[config.mk]
export PLATFORM = sky130hd
export DESIGN_NAME = radio_command_stream_tracker_unit_flat
export DESIGN_NICKNAME = d
export VERILOG_FILES = /design/src/design/rcst_pkg.sv /design/src/design/rcst_if.sv /design/src/design/rcst_front.sv /design/src/design/rcst_queue.sv /design/src/design/rcst_back.sv /design/src/design/radio_command_stream_tracker_unit.sv /design/src/flat_wrapper.sv
export SDC_FILE = /design/constraint.sdc
export NUM_CORES = 1
export LEC_CHECK = 0
export BUFFER_PORTS_ARGS = -buffer_cell sky130_fd_sc_hd__buf_2
export CAP_MARGIN = 30
export CORE_UTILIZATION = 30
export DETAILED_ROUTE_END_ITERATION = 10
export SYNTH_ARGS = -nofsm -noshare
export SYNTH_HDL_FRONTEND = slang
export SYNTH_HIERARCHICAL = 1
export SYNTH_SLANG_ARGS = --single-unit
[constraint.sdc]
create_clock -name clk -period 7.1 [get_ports clk]
set_input_delay 0.355 -clock clk [delete_from_list [all_inputs] [get_ports clk]]
set_output_delay 0.355 -clock clk [all_outputs]
set_load 0.05 [all_outputs]
[src/design/rcst_pkg.sv]
// ----------------------------------------------------------------------------
// rcst_pkg: shared types and constants of the radio command stream tracker
// Character codes, the parser state enum and the queue entry type.
// ----------------------------------------------------------------------------
package rcst_pkg;

  localparam int LINE_CAPACITY = 128;
  localparam int LEN_W = $clog2(LINE_CAPACITY);

  localparam logic [7:0] CH_SEMI  = 8'h3B;
  localparam logic [7:0] CH_LF    = 8'h0A;
  localparam logic [7:0] CH_CR    = 8'h0D;
  localparam logic [7:0] CH_COMMA = 8'h2C;
  localparam logic [7:0] CH_PLUS  = 8'h2B;
  localparam logic [7:0] CH_MINUS = 8'h2D;

  localparam logic [8*4-1:0]  PFX_VFO = "vfo:";
  // transmit frequency command prefix, sixteen characters ending in ':'
  localparam logic [8*16-1:0] PFX_TX  = 128'h74785F66_72657175_656E6379_5F65783A;
  localparam logic [8*4-1:0]  PFX_TRX = "trx:";
  localparam logic [8*4-1:0]  WORD_TRUE = "true";

  // parse phases of the byte classifier
  typedef enum logic [4:0] {
    PH_PREFIX,   // matching command prefix
    PH_R_BLANK, PH_R_SIGN, PH_R_DIG,
    PH_V_BLANK, PH_V_SIGN, PH_V_DIG,
    PH_F_BLANK, PH_F_SIGN, PH_F_DIG,
    PH_TRX,      // scanning for "true"
    PH_DEAD      // rest of line ignored
  } phase_t;

  typedef enum logic [1:0] {
    CMD_NONE, CMD_VFO, CMD_TX
  } cmd_t;

  // classified command handed to the execute side
  typedef struct packed {
    logic        en;        // 0: disabled byte, clear transmit frequency
    cmd_t        cmd;
    logic [1:0]  rx_sel;    // 0 A, 1 B, 2 none
    logic [31:0] freq;
    logic        talk_wr;
    logic        talk;
  } cmd_entry_t;

  function automatic logic is_blank(input logic [7:0] c);
    return c == 8'h20 || c == 8'h09 || c == 8'h0A || c == 8'h0B ||
           c == 8'h0C || c == 8'h0D;
  endfunction

  function automatic logic is_digit(input logic [7:0] c);
    return c >= 8'h30 && c <= 8'h39;
  endfunction

endpackage

[src/design/rcst_if.sv]
// ----------------------------------------------------------------------------
// rcst_if: valid/ready channel interfaces
// Byte input, result output and configuration write channels.
// ----------------------------------------------------------------------------
interface rcst_byte_if;
  logic       valid;
  logic       ready;
  logic [7:0] byte_value;
  logic       frame_end;
  modport source (output valid, byte_value, frame_end, input ready);
  modport sink (input valid, byte_value, frame_end, output ready);
endinterface

interface rcst_result_if;
  logic        valid;
  logic        ready;
  logic [31:0] rx_a_freq;
  logic [31:0] rx_b_freq;
  logic [31:0] transmit_freq;
  logic        a_is_active;
  logic        push_to_talk;
  modport source (output valid, rx_a_freq, rx_b_freq, transmit_freq, a_is_active,
                  push_to_talk, input ready);
  modport sink (input valid, rx_a_freq, rx_b_freq, transmit_freq, a_is_active,
                push_to_talk, output ready);
endinterface

interface rcst_cfg_if;
  logic valid;
  logic ready;
  logic data;
  modport source (output valid, data, input ready);
  modport sink (input valid, data, output ready);
endinterface

[src/design/rcst_front.sv]
// ----------------------------------------------------------------------------
// rcst_front: streaming byte classifier
// Parses command text on the fly, one byte per cycle unless the input stalls,
// and emits one entry per byte describing what the back end has to apply.
// ----------------------------------------------------------------------------
module rcst_front import rcst_pkg::*; (
  input  logic       clk,
  input  logic       rst,
  input  logic       enable,
  input  logic       in_fire,
  input  logic [7:0] byte_value,
  input  logic       frame_end,
  output cmd_entry_t entry
);

  logic [LEN_W-1:0] line_length, line_length_next;
  phase_t           phase, phase_next;
  logic             ended, ended_next;        // zero byte seen
  logic             is_vfo, is_vfo_next;
  logic             is_tx, is_tx_next;
  logic             is_trx, is_trx_next;
  logic [1:0]       rmag, rmag_next;
  logic             rneg, rneg_next;
  logic [1:0]       vmag, vmag_next;
  logic             fneg, fneg_next;
  logic             fover, fover_next;
  logic [31:0]      fmag, fmag_next;
  logic             fseen, fseen_next;
  logic [2:0]       tprog, tprog_next;
  logic             tfound, tfound_next;

  logic        term;
  logic        store;
  logic [7:0]  c;
  logic [35:0] prod;
  logic [3:0]  dig;

  assign c     = byte_value;
  assign term  = c == CH_SEMI || c == CH_LF || c == CH_CR;
  assign store = !term && line_length < LEN_W'(LINE_CAPACITY - 1) && !ended;
  assign dig   = c[3:0];
  // fmag*10 + digit, saturation checked on the wide sum
  assign prod  = {1'b0, fmag, 3'b000} + {3'b000, fmag, 1'b0} + {32'd0, dig};

  // state registers
  always_ff @(posedge clk) begin
    if (rst) begin
      line_length <= '0;
      phase <= PH_PREFIX;
      ended <= 1'b0;
      is_vfo <= 1'b1; is_tx <= 1'b1; is_trx <= 1'b1;
      rmag <= '0; rneg <= 1'b0; vmag <= '0;
      fneg <= 1'b0; fover <= 1'b0; fmag <= '0; fseen <= 1'b0;
      tprog <= '0; tfound <= 1'b0;
    end else if (in_fire) begin
      line_length <= line_length_next;
      phase <= phase_next;
      ended <= ended_next;
      is_vfo <= is_vfo_next; is_tx <= is_tx_next; is_trx <= is_trx_next;
      rmag <= rmag_next; rneg <= rneg_next; vmag <= vmag_next;
      fneg <= fneg_next; fover <= fover_next; fmag <= fmag_next;
      fseen <= fseen_next; tprog <= tprog_next; tfound <= tfound_next;
    end
  end

  // classify the byte and decide the entry
  always_comb begin
    line_length_next = line_length;
    phase_next = phase;
    ended_next = ended;
    is_vfo_next = is_vfo; is_tx_next = is_tx; is_trx_next = is_trx;
    rmag_next = rmag; rneg_next = rneg; vmag_next = vmag;
    fneg_next = fneg; fover_next = fover; fmag_next = fmag; fseen_next = fseen;
    tprog_next = tprog; tfound_next = tfound;

    entry.en = enable;
    entry.cmd = CMD_NONE;
    entry.rx_sel = 2'd2;
    entry.talk_wr = 1'b0;
    entry.talk = tfound;
    if (fover) entry.freq = 32'hFFFF_FFFF;
    else if (fneg) entry.freq = 32'd0 - fmag;
    else entry.freq = fmag;

    if (store) begin
      line_length_next = line_length + LEN_W'(1);
      if (c == 8'h00) begin
        ended_next = 1'b1;
      end else begin
        // prefix match on the byte position
        if (phase == PH_PREFIX) begin
          if (line_length >= LEN_W'(4) || c != PFX_VFO[8*(3-line_length[1:0]) +: 8])
            is_vfo_next = 1'b0;
          if (line_length >= LEN_W'(4) || c != PFX_TRX[8*(3-line_length[1:0]) +: 8])
            is_trx_next = 1'b0;
          if (line_length >= LEN_W'(16) ||
              c != PFX_TX[8*(15-line_length[3:0]) +: 8])
            is_tx_next = 1'b0;
          if (line_length == LEN_W'(3) && is_vfo && c == PFX_VFO[7:0])
            phase_next = PH_R_BLANK;
          else if (line_length == LEN_W'(3) && is_trx && c == PFX_TRX[7:0])
            phase_next = PH_TRX;
          else if (line_length == LEN_W'(15) && is_tx && c == PFX_TX[7:0])
            phase_next = PH_F_BLANK;
          else if (!(is_vfo_next || is_tx_next || is_trx_next))
            phase_next = PH_DEAD;
        end
        // "true" search from line start, also covers the prefix bytes
        if (c == WORD_TRUE[8*(3-tprog[1:0]) +: 8] && tprog < 3'd4)
          tprog_next = tprog + 3'd1;
        else if (c == WORD_TRUE[31:24])
          tprog_next = 3'd1;
        else
          tprog_next = 3'd0;
        if (tprog_next == 3'd4) tfound_next = 1'b1;

        case (phase)
          PH_R_BLANK, PH_R_SIGN, PH_R_DIG: begin
            if (phase == PH_R_BLANK && is_blank(c)) begin
            end else if (phase != PH_R_DIG && (c == CH_PLUS || c == CH_MINUS)
                         && phase == PH_R_BLANK) begin
              rneg_next = c == CH_MINUS;
              phase_next = PH_R_SIGN;
            end else if (is_digit(c)) begin
              if (rmag == 2'd0) rmag_next = dig > 4'd2 ? 2'd2 : dig[1:0];
              else rmag_next = 2'd2;
              phase_next = PH_R_DIG;
            end else if (phase == PH_R_DIG && c == CH_COMMA) begin
              phase_next = PH_V_BLANK;
            end else begin
              phase_next = PH_DEAD;
            end
          end
          PH_V_BLANK, PH_V_SIGN, PH_V_DIG: begin
            if (phase == PH_V_BLANK && is_blank(c)) begin
            end else if ((c == CH_PLUS || c == CH_MINUS) && phase == PH_V_BLANK) begin
              phase_next = PH_V_SIGN;
            end else if (is_digit(c)) begin
              if (vmag == 2'd0) vmag_next = dig > 4'd2 ? 2'd2 : dig[1:0];
              else vmag_next = 2'd2;
              phase_next = PH_V_DIG;
            end else if (phase == PH_V_DIG && c == CH_COMMA) begin
              phase_next = PH_F_BLANK;
            end else begin
              phase_next = PH_DEAD;
            end
          end
          PH_F_BLANK, PH_F_SIGN, PH_F_DIG: begin
            if (phase == PH_F_BLANK && is_blank(c)) begin
            end else if ((c == CH_PLUS || c == CH_MINUS) && phase == PH_F_BLANK) begin
              fneg_next = c == CH_MINUS;
              phase_next = PH_F_SIGN;
            end else if (is_digit(c)) begin
              fseen_next = 1'b1;
              if (prod[35:32] != 4'd0) begin
                fover_next = 1'b1;
                fmag_next = 32'hFFFF_FFFF;
              end else begin
                fmag_next = prod[31:0];
              end
              phase_next = PH_F_DIG;
            end else begin
              phase_next = PH_DEAD;    // number ended, value already kept
            end
          end
          default: begin
          end
        endcase
      end
    end

    // line end: hand over the parsed command
    if (term && line_length != '0) begin
      if (is_vfo && fseen && vmag == 2'd0 && phase != PH_PREFIX) begin
        entry.cmd = CMD_VFO;
        if (rmag == 2'd0) entry.rx_sel = 2'd0;
        else if (rmag == 2'd1 && !rneg) entry.rx_sel = 2'd1;
      end else if (is_tx && fseen && phase != PH_PREFIX) begin
        entry.cmd = CMD_TX;
      end else if (is_trx && (phase == PH_TRX)) begin
        entry.talk_wr = 1'b1;
      end
    end

    // reset line tracking at terminator, frame end or while disabled
    if (term || frame_end || !enable) begin
      line_length_next = '0;
      phase_next = PH_PREFIX;
      ended_next = 1'b0;
      is_vfo_next = 1'b1; is_tx_next = 1'b1; is_trx_next = 1'b1;
      rmag_next = '0; rneg_next = 1'b0; vmag_next = '0;
      fneg_next = 1'b0; fover_next = 1'b0; fmag_next = '0; fseen_next = 1'b0;
      tprog_next = '0; tfound_next = 1'b0;
    end
    if (!enable) begin
      entry.cmd = CMD_NONE;
      entry.talk_wr = 1'b0;
    end
  end

endmodule

[src/design/rcst_queue.sv]
// ----------------------------------------------------------------------------
// rcst_queue: two-entry command queue
// Decouples the classifier from the execute side.
// ----------------------------------------------------------------------------
module rcst_queue import rcst_pkg::*; (
  input  logic       clk,
  input  logic       rst,
  input  logic       push,
  input  cmd_entry_t push_data,
  output logic       full,
  input  logic       pop,
  output logic       not_empty,
  output cmd_entry_t pop_data
);

  cmd_entry_t slot [2];
  logic       wr_ptr, rd_ptr;
  logic [1:0] count;

  assign full      = count == 2'd2;
  assign not_empty = count != 2'd0;
  assign pop_data  = slot[rd_ptr];

  // write slot
  always_ff @(posedge clk) begin
    if (push) slot[wr_ptr] <= push_data;
  end

  // advance pointers
  always_ff @(posedge clk) begin
    if (rst) begin
      wr_ptr <= 1'b0;
      rd_ptr <= 1'b0;
      count  <= 2'd0;
    end else begin
      if (push) wr_ptr <= ~wr_ptr;
      if (pop) rd_ptr <= ~rd_ptr;
      count <= count + {1'b0, push} - {1'b0, pop};
    end
  end

endmodule

[src/design/rcst_back.sv]
// ----------------------------------------------------------------------------
// rcst_back: command execute stage
// Applies commands to the tracked frequencies, picks the active receiver
// and holds the result register.
// ----------------------------------------------------------------------------
module rcst_back import rcst_pkg::*; (
  input  logic       clk,
  input  logic       rst,
  input  logic       q_valid,
  input  cmd_entry_t q_data,
  output logic       q_pop,
  rcst_result_if.source out
);

  logic [31:0] freq_a, freq_b, tx_freq;
  logic        active_a, talk;
  logic [31:0] fa_n, fb_n, tx_n, da, db;
  logic        act_n, talk_n, take;

  assign take  = !out.valid || out.ready;
  assign q_pop = q_valid && take;

  // apply command and choose receiver
  always_comb begin
    fa_n = freq_a; fb_n = freq_b; tx_n = tx_freq;
    act_n = active_a; talk_n = talk;
    if (!q_data.en) tx_n = 32'd0;
    if (q_data.cmd == CMD_VFO && q_data.rx_sel == 2'd0) fa_n = q_data.freq;
    if (q_data.cmd == CMD_VFO && q_data.rx_sel == 2'd1) fb_n = q_data.freq;
    if (q_data.cmd == CMD_TX) tx_n = q_data.freq;
    if (q_data.talk_wr) talk_n = q_data.talk;
    da = fa_n > tx_n ? fa_n - tx_n : tx_n - fa_n;
    db = fb_n > tx_n ? fb_n - tx_n : tx_n - fb_n;
    if (q_data.cmd != CMD_NONE && tx_n != 32'd0) begin
      if (fa_n != 32'd0 && fb_n == 32'd0) act_n = 1'b1;
      else if (fa_n == 32'd0 && fb_n != 32'd0) act_n = 1'b0;
      else if (fa_n != 32'd0) act_n = da <= db;
    end
  end

  // hold tracked state and output register
  always_ff @(posedge clk) begin
    if (rst) begin
      freq_a <= '0; freq_b <= '0; tx_freq <= '0;
      active_a <= 1'b1; talk <= 1'b0;
      out.valid <= 1'b0;
    end else begin
      if (q_pop) begin
        freq_a <= fa_n; freq_b <= fb_n; tx_freq <= tx_n;
        active_a <= act_n; talk <= talk_n;
      end
      if (take) out.valid <= q_valid;
    end
  end

  always_ff @(posedge clk) begin
    if (q_pop) begin
      out.rx_a_freq <= fa_n;
      out.rx_b_freq <= fb_n;
      out.transmit_freq <= tx_n;
      out.a_is_active <= act_n;
      out.push_to_talk <= talk_n;
    end
  end

endmodule

[src/design/radio_command_stream_tracker_unit.sv]
// ----------------------------------------------------------------------------
// radio_command_stream_tracker_unit: radio command stream tracker
// Tracks receiver, transmit and push-to-talk state from command text.
// ----------------------------------------------------------------------------
// One byte is accepted per cycle and gives exactly one result, via the queue
// slot and output register. The classifier parses each byte as it arrives, so
// a whole command is decoded when its terminator comes; a two-entry queue
// feeds the execute stage, whose distance compare sets the clock path. Input
// stalls only when the queue is full. No clearing pass is needed after reset.
module radio_command_stream_tracker_unit import rcst_pkg::*; (
  input logic clk,
  input logic rst,
  rcst_cfg_if.sink      cfg,
  rcst_byte_if.sink     in,
  rcst_result_if.source out
);

  logic       enable;
  logic       q_full, q_valid, q_pop, in_fire;
  cmd_entry_t entry, q_data;

  assign cfg.ready = 1'b1;
  assign in.ready  = !q_full;
  assign in_fire   = in.valid && in.ready;

  // configuration register
  always_ff @(posedge clk) begin
    if (rst) enable <= 1'b1;
    else if (cfg.valid) enable <= cfg.data;
  end

  rcst_front u_front (
    .clk, .rst, .enable, .in_fire,
    .byte_value(in.byte_value), .frame_end(in.frame_end), .entry
  );

  rcst_queue u_queue (
    .clk, .rst, .push(in_fire), .push_data(entry), .full(q_full),
    .pop(q_pop), .not_empty(q_valid), .pop_data(q_data)
  );

  rcst_back u_back (
    .clk, .rst, .q_valid, .q_data, .q_pop, .out
  );

endmodule
[src/flat_wrapper.sv]
// flat-port wrapper written by rule: the top's interface ports become plain ports
module radio_command_stream_tracker_unit_flat import rcst_pkg::*;
  (clk, rst, cfg_valid, cfg_data, cfg_ready, in_valid, in_byte_value, in_frame_end, in_ready, out_valid, out_rx_a_freq, out_rx_b_freq, out_transmit_freq, out_a_is_active, out_push_to_talk, out_ready);
  rcst_cfg_if cfg_i ();
  rcst_byte_if in_i ();
  rcst_result_if out_i ();
  input logic clk;
  input logic rst;
  input wire logic [$bits(cfg_i.valid)-1:0] cfg_valid;
  input wire logic [$bits(cfg_i.data)-1:0] cfg_data;
  output wire logic [$bits(cfg_i.ready)-1:0] cfg_ready;
  input wire logic [$bits(in_i.valid)-1:0] in_valid;
  input wire logic [$bits(in_i.byte_value)-1:0] in_byte_value;
  input wire logic [$bits(in_i.frame_end)-1:0] in_frame_end;
  output wire logic [$bits(in_i.ready)-1:0] in_ready;
  output wire logic [$bits(out_i.valid)-1:0] out_valid;
  output wire logic [$bits(out_i.rx_a_freq)-1:0] out_rx_a_freq;
  output wire logic [$bits(out_i.rx_b_freq)-1:0] out_rx_b_freq;
  output wire logic [$bits(out_i.transmit_freq)-1:0] out_transmit_freq;
  output wire logic [$bits(out_i.a_is_active)-1:0] out_a_is_active;
  output wire logic [$bits(out_i.push_to_talk)-1:0] out_push_to_talk;
  input wire logic [$bits(out_i.ready)-1:0] out_ready;
  assign cfg_i.valid = cfg_valid;
  assign cfg_i.data = cfg_data;
  assign cfg_ready = cfg_i.ready;
  assign in_i.valid = in_valid;
  assign in_i.byte_value = in_byte_value;
  assign in_i.frame_end = in_frame_end;
  assign in_ready = in_i.ready;
  assign out_valid = out_i.valid;
  assign out_rx_a_freq = out_i.rx_a_freq;
  assign out_rx_b_freq = out_i.rx_b_freq;
  assign out_transmit_freq = out_i.transmit_freq;
  assign out_a_is_active = out_i.a_is_active;
  assign out_push_to_talk = out_i.push_to_talk;
  assign out_i.ready = out_ready;
  radio_command_stream_tracker_unit u_core (.clk(clk), .rst(rst), .cfg(cfg_i), .in(in_i), .out(out_i));
endmodule
==> impl_metrics.json <==
{
  "grt_pass1_wl_um": 126000,
  "cts_root_buffer": "clkbuf_16",
  "avgRoutedWirePerCell_um": 20.9,
  "tns_ns": 0,
  "synth.area.top_cells": "edfxtp_1 (21%), dfxtp_1 (13%), ha_1 (12%)",
  "first_iter_violations": 2159,
  "slew_violations": 0,
  "finalHoldViolCount": 0,
  "drt-vias-per-instance": 5.47,
  "synthArstFlopShare_pct": 0,
  "initial_core_util_pct": 30.4,
  "path_max_fanout": 40,
  "slew_headroom_pct": 36.1,
  "synth_edf_count": 176,
  "design.die.area_sq_um": 84500,
  "synthToLayoutAreaGrowth_pct": 15.1,
  "core_sq_um": 82200,
  "clkLatencyLatePin_ns": 0.60,
  "drtPass1Iterations": 6,
  "cts.path.max_buffers": 3,
  "pin_count": 116,
  "cap_violations": 0,
  "grt_start_max_net_pins": 173,
  "synth_flop_cell": "edfxtp_1",
  "die_h_um": 291,
  "synth_cells": 2768,
  "fin_crit_sh_pct": 96.4,
  "worst_pin_slew_ns": 0.956,
  "ant_nets": 0,
  "yosys.area.top_type_share_pct": 21.1,
  "antenna_found_initial": 4,
  "syn_nets": 3021,
  "netlist_area_sq_um": 25000,
  "ys_seq_elements": 341,
  "vias": 21900,
  "place_congestion": 0.991,
  "cts.sinks": 341,
  "yosysSeqAreaShare_pct": 34.4,
  "overflow": 0,
  "cp.arrival_ns": 7.32,
  "setup_viol": 0,
  "grt.total_usage_pct": 19.1,
  "htree_levels": 2,
  "fin_nets": 3151,
  "wl_um": 83500,
  "yosysTopAreaCell": "edfxtp_1",
  "crit_path_start_kind": "register",
  "clkSlewWorstSetupHoldPaths_ns": 0.06,
  "cts_tree": "done",
  "fin_skew_ns": 0.0322,
  "status": "complete, no violations",
  "grt_pass1_vias": 20700,
  "placement.io_buffers": 114,
  "cts_buffers": 41,
  "drc": 0,
  "die_x_um": 291,
  "crit_type": "register to register",
  "clock.fmax_ghz": 0.146,
  "final_cell_mix": "ha_1 (232), a21oi_1 (226), nor2_1 (224)",
  "dp_hpwl_um": 64800,
  "fillers": 8415,
  "synth_cell_types": 99,
  "drive_above_1_share_pct": 13.6,
  "layout_min_cycle_time_ns": 6.85,
  "postCtsSetupBuffers": 0,
  "rsz0062_at_grt": "no",
  "syn_area_per_cell_sq_um": 9.03,
  "end_kind": "register",
  "cp.required_ns": 7.58,
  "rows": 105,
  "synth_warnings": 6,
  "holdCritPathClass": "input port to register",
  "final_common_cell": "ha_1"
}
-- final timing paths --
check | slack, ns | from | to | depth (start not counted)
max reg2reg | 0.25 | register | u_core/u_back/out.a_is_active | 22
max | 0.25 | register | u_core/u_back/out.a_is_active | 22
min reg2reg | 0.45 | u_core/u_back/talk | u_core/u_back/talk | 2
min | 0.06 | out_ready | u_core/u_back/out.valid | 3
-- kinds of logic after synthesis --
kind of cell    synth area share [%]
xor+xnor                        4.47
flops                           34.4
fa+ha+maj                       12.1
other cells                   0.0150
buf+inv                         4.90
simple gates                    15.6
mux                             6.15
compound gates                  22.4
-- timing repair --
action | in CTS | in global routing
hold endpoints to repair | 1 | 0
endpoints found under the setup margin | 0 | 2
hold buffers | 2 | 0
resized for setup | 0 | 5
-- registers in the layout, indices dropped and copies added (netlist names), 32 cells and up, named ones only --
signal and count:
u_core/u_back/tx_freq 32, u_core/u_back/out.rx_b_freq 32, u_core/u_queue/slot 78, u_core/u_front/fmag 32, u_core/u_back/out.transmit_freq 32, u_core/u_back/freq_a 32, u_core/u_back/out.rx_a_freq 32, u_core/u_back/freq_b 32
-- critical path, stage by stage (launching register included) --
cell and delay, ns:
dfxtp_2 0.45, mux2_4 0.20, buf_4 0.24, nor4b_4 0.29, buf_12 0.29, mux2i_1 0.33
inv_1 0.23, ha_1 0.59, nand2_1 0.19, o211ai_1 0.42, o2111ai_1 0.44, o21ai_4 0.34
buf_4 0.41, mux2_1 0.38, xnor2_1 0.19, ha_1 0.28, a21o_1 0.18, a21o_1 0.16
a21oi_1 0.13, o21ai_0 0.08, a221o_1 0.38, a31oi_1 0.30, a21o_1 0.12
-- area by class of cell --
class	count	area, sq um	area share, %
Timing Repair Buffer	241	1630	5.65
Inverter	145	552	1.92
Sequential cell	341	8590	29.8
Tap cell	1070	1340	4.65
Multi-Input combinational cell	2128	15200	53.0
Antenna cell	1	2.50	0.00870
Clock buffer	48	1080	3.76
Clock inverter	28	348	1.21
-- synth_stat cells, types with 7 or more instances --
cell type,instances
a2111oi_0,8
a211oi_1,119
a21boi_0,7
a21o_1,85
a21oi_1,226
a221oi_1,19
a31oi_1,43
and2_1,15
and3_1,42
and3b_1,19
buf_2,27
clkbuf_1,110
dfxtp_1,165
edfxtp_1,176
ha_1,232
inv_1,144
mux2_2,36
mux2_4,11
mux2i_1,94
nand2_1,185
nand2b_1,27
nand3_1,51
nand3b_1,7
nand4_1,58
nor2_1,224
nor2b_1,29
nor3_1,34
nor4_1,20
o211ai_1,21
o21a_1,27
o21ai_0,139
o21ai_1,9
o21bai_1,29
o31ai_1,26
o41ai_1,8
or2_2,7
or3_1,14
or4_1,9
xnor2_1,61
xor2_1,64
-- metrics by stage --
step | setup slack, ns | cell area (sq um) | hold WS [ns] | cells | util (%)
floorplan | 0.643 | 25000 | 0.427 | 2768 | -
global placement | 0.257 | 27200 | 0.443 | 3919 | 33.1
detailed placement | 0.239 | 27200 | 0.449 | 3920 | 33.1
CTS | 0.195 | 28700 | 0.0340 | 3998 | 34.9
global route | 0.0211 | 28800 | 0.0725 | 4001 | 35.0
finish | 0.255 | 28800 | 0.0576 | 4002 | 35.0
-- per-layer routing --
layer  vias up  track usage, %  routed length (um)  share of wire [%]
met2       709            30.8               37800                 45
met1     10500            25.6               37300                 45
met5         -               0                   0                  0
li1      10600               -                   -                  -
met4         0            7.68                3470                4.2
met3       149            2.76                4940                5.9
Power is not shown: default switching activity piles up to over one toggle a cycle in this logic, so the estimate is an artifact.
